<file path="src/hdl/bpsp_pkg.sv">
// Types, constants and control structs of the partition swap planner.
package bpsp_pkg;

	localparam int ID_W   = 6;
	localparam int IDX_W  = 11;
	localparam int CFG_W  = 7;
	localparam int KIND_W = 2;
	localparam int OUT_W  = 2;

	localparam int MAX_PARTITIONS_DEF = 64;
	localparam int MAX_ACCESSES_DEF   = 1024;

	localparam logic [CFG_W-1:0] CAP_RESET    = 7'd2;
	localparam logic [CFG_W-1:0] PCOUNT_RESET = 7'd64;

	typedef enum logic [KIND_W-1:0] {
		KIND_CLEAR    = 2'd0,
		KIND_APPEND   = 2'd1,
		KIND_SIMULATE = 2'd2
	} kind_t;

	typedef enum logic [OUT_W-1:0] {
		OUT_HIT   = 2'd0,
		OUT_ADMIT = 2'd1,
		OUT_EVICT = 2'd2,
		OUT_END   = 2'd3
	} outcome_t;

	typedef enum logic [0:0] {
		REG_CAPACITY = 1'b0,
		REG_PCOUNT   = 1'b1
	} cfg_reg_t;

	typedef enum logic [2:0] {
		ST_IDLE,
		ST_CUR,
		ST_DECIDE,
		ST_PART,
		ST_SCAN,
		ST_SWEEP,
		ST_EVICT,
		ST_FINISH
	} state_t;

	typedef struct packed {
		logic clear;
		logic append;
		logic set_end;
		logic rd_cur;
		logic take_cur;
		logic set_hit;
		logic admit;
		logic rd_partner;
		logic take_partner;
		logic start_scan;
		logic scan;
		logic sweep;
		logic evict;
		logic publish;
	} dp_cmd_t;

	typedef struct packed {
		logic past_end;
		logic hit;
		logic full;
		logic pos_odd;
		logic scan_done;
		logic sweep_last;
		logic out_free;
	} dp_status_t;

endpackage

</file>
<file path="src/hdl/bpsp_ctrl.sv">
// Sequencer that steps the datapath through clear, append and simulate requests.
module bpsp_ctrl import bpsp_pkg::*; (
	input  logic              clk,
	input  logic              arst_n,
	input  logic              in_valid,
	input  logic [KIND_W-1:0] kind,
	output logic              in_stall,
	input  dp_status_t        status,
	output dp_cmd_t           cmd
);

	state_t state_q;
	state_t state_nxt;
	logic   accept;

	assign in_stall = (state_q != ST_IDLE);
	assign accept   = in_valid && !in_stall;

	always_ff @(posedge clk or negedge arst_n) begin
		if (!arst_n) begin
			state_q <= ST_IDLE;
		end else begin
			state_q <= state_nxt;
		end
	end

	always_comb begin
		state_nxt = state_q;
		case (state_q)
			ST_IDLE: begin
				if (accept && kind == KIND_SIMULATE) begin
					state_nxt = status.past_end ? ST_FINISH : ST_CUR;
				end
			end
			ST_CUR: state_nxt = ST_DECIDE;
			ST_DECIDE: begin
				if (status.hit || !status.full) begin
					state_nxt = ST_FINISH;
				end else if (status.pos_odd) begin
					state_nxt = ST_PART;
				end else begin
					state_nxt = ST_SCAN;
				end
			end
			ST_PART: state_nxt = ST_SCAN;
			ST_SCAN: begin
				if (status.scan_done) begin
					state_nxt = ST_SWEEP;
				end
			end
			ST_SWEEP: begin
				if (status.sweep_last) begin
					state_nxt = ST_EVICT;
				end
			end
			ST_EVICT: state_nxt = ST_FINISH;
			ST_FINISH: begin
				if (status.out_free) begin
					state_nxt = ST_IDLE;
				end
			end
			default: state_nxt = ST_IDLE;
		endcase
	end

	always_comb begin
		cmd = '0;
		case (state_q)
			ST_IDLE: begin
				if (accept) begin
					cmd.clear   = (kind == KIND_CLEAR);
					cmd.append  = (kind == KIND_APPEND);
					cmd.set_end = (kind == KIND_SIMULATE) && status.past_end;
					cmd.rd_cur  = (kind == KIND_SIMULATE) && !status.past_end;
				end
			end
			ST_CUR: cmd.take_cur = 1'b1;
			ST_DECIDE: begin
				if (status.hit) begin
					cmd.set_hit = 1'b1;
				end else if (!status.full) begin
					cmd.admit = 1'b1;
				end else if (status.pos_odd) begin
					cmd.rd_partner = 1'b1;
				end else begin
					cmd.start_scan = 1'b1;
				end
			end
			ST_PART: begin
				cmd.take_partner = 1'b1;
				cmd.start_scan   = 1'b1;
			end
			ST_SCAN:   cmd.scan    = 1'b1;
			ST_SWEEP:  cmd.sweep   = 1'b1;
			ST_EVICT:  cmd.evict   = 1'b1;
			ST_FINISH: cmd.publish = status.out_free;
			default: cmd = '0;
		endcase
	end

endmodule

</file>
<file path="config.mk">
export PLATFORM = sky130hd
export DESIGN_NAME = bpsp_ctrl
export DESIGN_NICKNAME = d
export VERILOG_FILES = /design/src/hdl/bpsp_pkg.sv /design/src/hdl/bpsp_ctrl.sv
export SDC_FILE = /design/constraint.sdc
export NUM_CORES = 1
export LEC_CHECK = 0
export BUFFER_PORTS_ARGS = -buffer_cell sky130_fd_sc_hd__buf_2
export CAP_MARGIN = 20
export CELL_PAD_IN_SITES_DETAIL_PLACEMENT = 0
export CELL_PAD_IN_SITES_GLOBAL_PLACEMENT = 1
export CORE_MARGIN = 3
export CORE_UTILIZATION = 25
export DETAILED_ROUTE_END_ITERATION = 16
export PLACE_DENSITY = 0.74
export SLEW_MARGIN = 15
export SYNTH_ARGS = -nofsm -noshare
export SYNTH_HDL_FRONTEND = slang
export SYNTH_SLANG_ARGS = --single-unit
</file>
<file path="constraint.sdc">
create_clock -name clk -period 1.33 [get_ports clk]
set_input_delay 0.266 -clock clk [delete_from_list [all_inputs] [get_ports clk]]
set_output_delay 0.266 -clock clk [all_outputs]
set_load 0.1 [all_outputs]
</file>
# After elaboration in Yosys (flattened, before gate mapping)
# Index checks and enable logic that the tools add are counted.
[totals] ff_bits=3 inputBits=12 out_inout_bits=15 wordCells=52
[classes] n_eq_ne=13 n_mux=26 n_reduce_logical=12
[op_table] operator="3-bit two-way mux" n=8
[op_table] operator="3-bit one-hot mux with 8 select lines" n=1
[op_table] operator="1-bit two-way mux" n=13
[op_table] operator="3-bit equality test (second input constant)" n=4
[op_table] operator="4-bit two-way mux" n=2
[op_table] operator="2-bit != test (second input constant)" n=4
[op_table] operator="3-bit by 2-bit equality test with 1-bit output (second input constant)" n=2
[op_table] operator="1-bit logical AND" n=4
[op_table] operator="4-bit AND reduction" n=1
[op_table] operator="3-bit by 1-bit equality test with 1-bit output (second input constant)" n=1
[op_table] operator="1-bit logical NOT" n=3
[op_table] operator="3-bit logical NOT" n=1
[op_table] operator="3-bit nonzero test" n=1
[op_table] operator="2-bit by 1-bit equality test with 1-bit output (second input constant)" n=1
[op_table] operator="2-bit equality test (second input constant)" n=1
[op_table] operator="2-bit logical NOT" n=1
[op_table] operator="2-bit two-way mux" n=1
[op_table] operator="1-bit one-hot mux with 2 select lines" n=1
[op_table] operator="1-bit logical OR" n=1

# Longest topological paths before layout
[logic_depth] ltp_word=6 ltp_mapped=5 ltp_nobuf=4

# Worst setup path before layout
# No wires, ideal clock.
[synth_path] kind="flip-flop to output port" from="reg state_q[2]" to="out cmd[7] (netlist name)" t_arrival_ns=3.470 t_required_ns=1.064 slack_ns=-2.406 path_stages_with_launch=3 path_buffers=1 path_cell_list="dfrtp_1 > buf_6 > nor4_1"
[synth_rtl] item="start, declared" line_no="bpsp_ctrl.sv:12" text="state_t state_q;"
[synth_rtl] item="start signal, assigned" line_no="bpsp_ctrl.sv:23" text="state_q <= state_nxt;"
[synth_rtl] item="end, declared" line_no="bpsp_ctrl.sv:9" text="output dp_cmd_t cmd"

==> results.json <==
{
  "cp_max_fo": 3,
  "synth_top_cell_by_area": "dfrtp_1",
  "vias": 626,
  "crit_arrival_ns": 1.40,
  "synthFlopType": "dfrtp_1",
  "ir_worst_vdd_v": 0.001554,
  "max_freq_mhz": 601.3,
  "crit_required_ns": 1.06,
  "yosys_register_bits": 3,
  "final_cells": 123,
  "drtPass1Iterations": 4,
  "r2r_end": "state_q[2]",
  "cp_slowest_cell": "dfrtp_1",
  "crit_family": "simple AND/OR/NAND/NOR gates",
  "synthToLayoutAreaGrowth_pct": 194.8,
  "dpl.cell_count": 106,
  "crit_type": "reg2out",
  "finalHoldViolCount": 0,
  "rsz0062_at_grt": "true",
  "power_density_nw_per_um2": 2692,
  "synthDistinctLibCells": 34,
  "grtUsageTotal": 0.1615,
  "dp_hpwl_um": 1165,
  "holdCritStartpoint": "status[0]",
  "nets": 120,
  "core_area_um2": 1577,
  "synth_common_cells": "6 x nor2_1, 4 x nor3_1, 3 x dfrtp_1, 3 x nand2_1",
  "worst_hold_path.endpoint": "state_q[1]",
  "cts_buffers": 3,
  "path_clk_slew_ns": 0.03,
  "synth.yosys.seq_area_share": 0.1719,
  "maxCapViolCount": 0,
  "yosysMostFrequentCell": "nor2_1",
  "synth.cell_area_um2": 436.7,
  "numPortBuffers": 26,
  "grt_first_pass_wirelength_um": 2566,
  "die_y_um": 47.80,
  "clkSinkCount": 3,
  "period_needed_ns": 1.663,
  "r2r_slack_ns": -0.01,
  "r2r_start": "state_q[1]",
  "p_total_uw": 3466,
  "io_pins": 27,
  "gp_congestion": 0.7273,
  "tightest_slew_ns": 0.3103,
  "rr_worst_depth": 7,
  "reg.largest.list": "state_q: 3 flops",
  "drt_wl_total_um": 1865,
  "whs_path_depth": 2,
  "clock_skew_ns": 0.002879,
  "wl_per_cell_um": 15.16,
  "synth_cells": 51,
  "largest_register_ffs": 3,
  "drtIter0Drc": 8,
  "antennaDiodeCount": 0,
  "largest-register": "state_q",
  "critPathMaxStageDelay_ns": 0.41,
  "status": "complete, but fails checks",
  "avgSynthCellArea_um2": 8.562,
  "drcViolationCount": 0,
  "fillers": 81,
  "setup_slack_ns": -0.3331,
  "cp_cell_sequence": "nor2_4 -> nand2_8 -> nor4b_4 -> buf_12",
  "htree_levels": 1,
  "grt_max_degree": 10,
  "overflow": 0,
  "rows": 14,
  "via_per_inst": 5.089,
  "violations": "negative setup slack",
  "setup_violations": 17,
  "synth.area.top_cells": "dfrtp_1 17%, a2111oi_4 6.3%, buf_6 5.2%",
  "cts_tree": "done",
  "grt_pass1_vias": 601,
  "path_buf_inv": 1,
  "clock_latency_ns": 0.23,
  "synth_fp_nets": 63,
  "hold_path.class": "in2reg",
  "die_x_um": 47.80,
  "cts-root-buf": "clkbuf_4",
  "yosysWarnings": 0,
  "synth-edff-count": 0,
  "period_share": 1.250,
  "relSlewSlack": 0.7916,
  "final_layout_size_suffix_gt1_frac": 0.8318,
  "ant_nets": 0,
  "endpoint_kind": "output port",
  "start_util": 0.2770,
  "synthArstFlopShare": 1.000,
  "antenna_found_initial": 0,
  "clockBufferDepth": 2,
  "slew_viol_final": 0,
  "die_area_um2": 2284,
  "cp-start-kind": "register",
  "p_leak_uw": 0.0005492,
  "synth_top_area_frac": 0.1719
}
-- cell usage in the layout (no fill, tap or decap), types with 2 or more instances in the layout --
| cell type | count |
|---|---|
| and3_4 | 2 |
| buf_12 | 16 |
| buf_2 | 11 |
| buf_4 | 15 |
| buf_6 | 12 |
| clkbuf_4 | 3 |
| dfrtp_2 | 2 |
| nand2b_4 | 2 |
| nand3b_1 | 2 |
| nor2_1 | 2 |
| nor2_4 | 6 |
| nor3_4 | 3 |
| nor3b_4 | 2 |
-- per-stage QoR --
| stage | hold WS (ns) | util | setup TNS [ns] | setup WS [ns] | cell area, um^2 |
|---|---|---|---|---|---|
| global route | 0.3135 | 0.8167 | -4.546 | -0.3540 | 1287 |
| floorplan | -0.02959 | - | -6.594 | -0.9179 | 548.0 |
| CTS | 0.2829 | 0.7476 | -3.803 | -0.3519 | 1179 |
| global placement | 0.06020 | 0.6429 | -0.8075 | -0.1201 | 1013 |
| finish | 0.3042 | 0.8167 | -3.939 | -0.3331 | 1287 |
| detailed placement | 0.06592 | 0.6429 | -1.033 | -0.1541 | 1013 |
-- repair_timing --
action	in CTS	in global routing
resized for setup	16	19
pin swaps	9	12
endpoints found under the hold margin	3	0
setup buffers	7	7
endpoints found under the setup margin	17	18
hold buffers	1	0
-- layer usage --
| metal | up-vias | global-route usage | part of all wire |
|---|---|---|---|
| li1 | 302 | - | - |
| met1 | 299 | 0.1786 | 0.38 |
| met3 | 2 | 0.03008 | 0.043 |
| met4 | 0 | 0.08065 | 0.0054 |
| met2 | 23 | 0.2902 | 0.57 |
| met5 | - | 0 | 0 |
-- final cells by class --
type	instances	area, um^2	area share
multi-input cells	42	503.0	0.3907
flip-flops and latches	3	77.57	0.06025
repair buffers	56	648.1	0.5034
well taps	16	20.02	0.01555
inverters	2	12.51	0.009718
clock buffers	4	26.28	0.02041
-- report_power, final --
group          leakage, uW  internal [uW]  total, uW  switching [uW]
Clock            0.0000150            112        160            48.0
Combinational     0.000501           1380       3070            1690
Sequential       0.0000336            148        237            88.6
-- how the worst max path moves through the flow --
stage | start | endpoint | cells past startpoint
floorplan | state_q[0] | cmd[13] | 4
global placement | state_q[0] | cmd[13] | 4
detailed placement | state_q[0] | cmd[13] | 4
CTS | state_q[0] | cmd[13] | 4
global route | state_q[0] | cmd[13] | 4
finish | state_q[1] | cmd[13] | 4
-- cell families after synthesis --
logic type | count (synthesis) | share of synthesized area
simple gates | 31 | 0.4470
buf+inv | 6 | 0.09742
compound gates | 11 | 0.2837
flops | 3 | 0.1719
No activity file was read; power rests on OpenSTA's default activity.
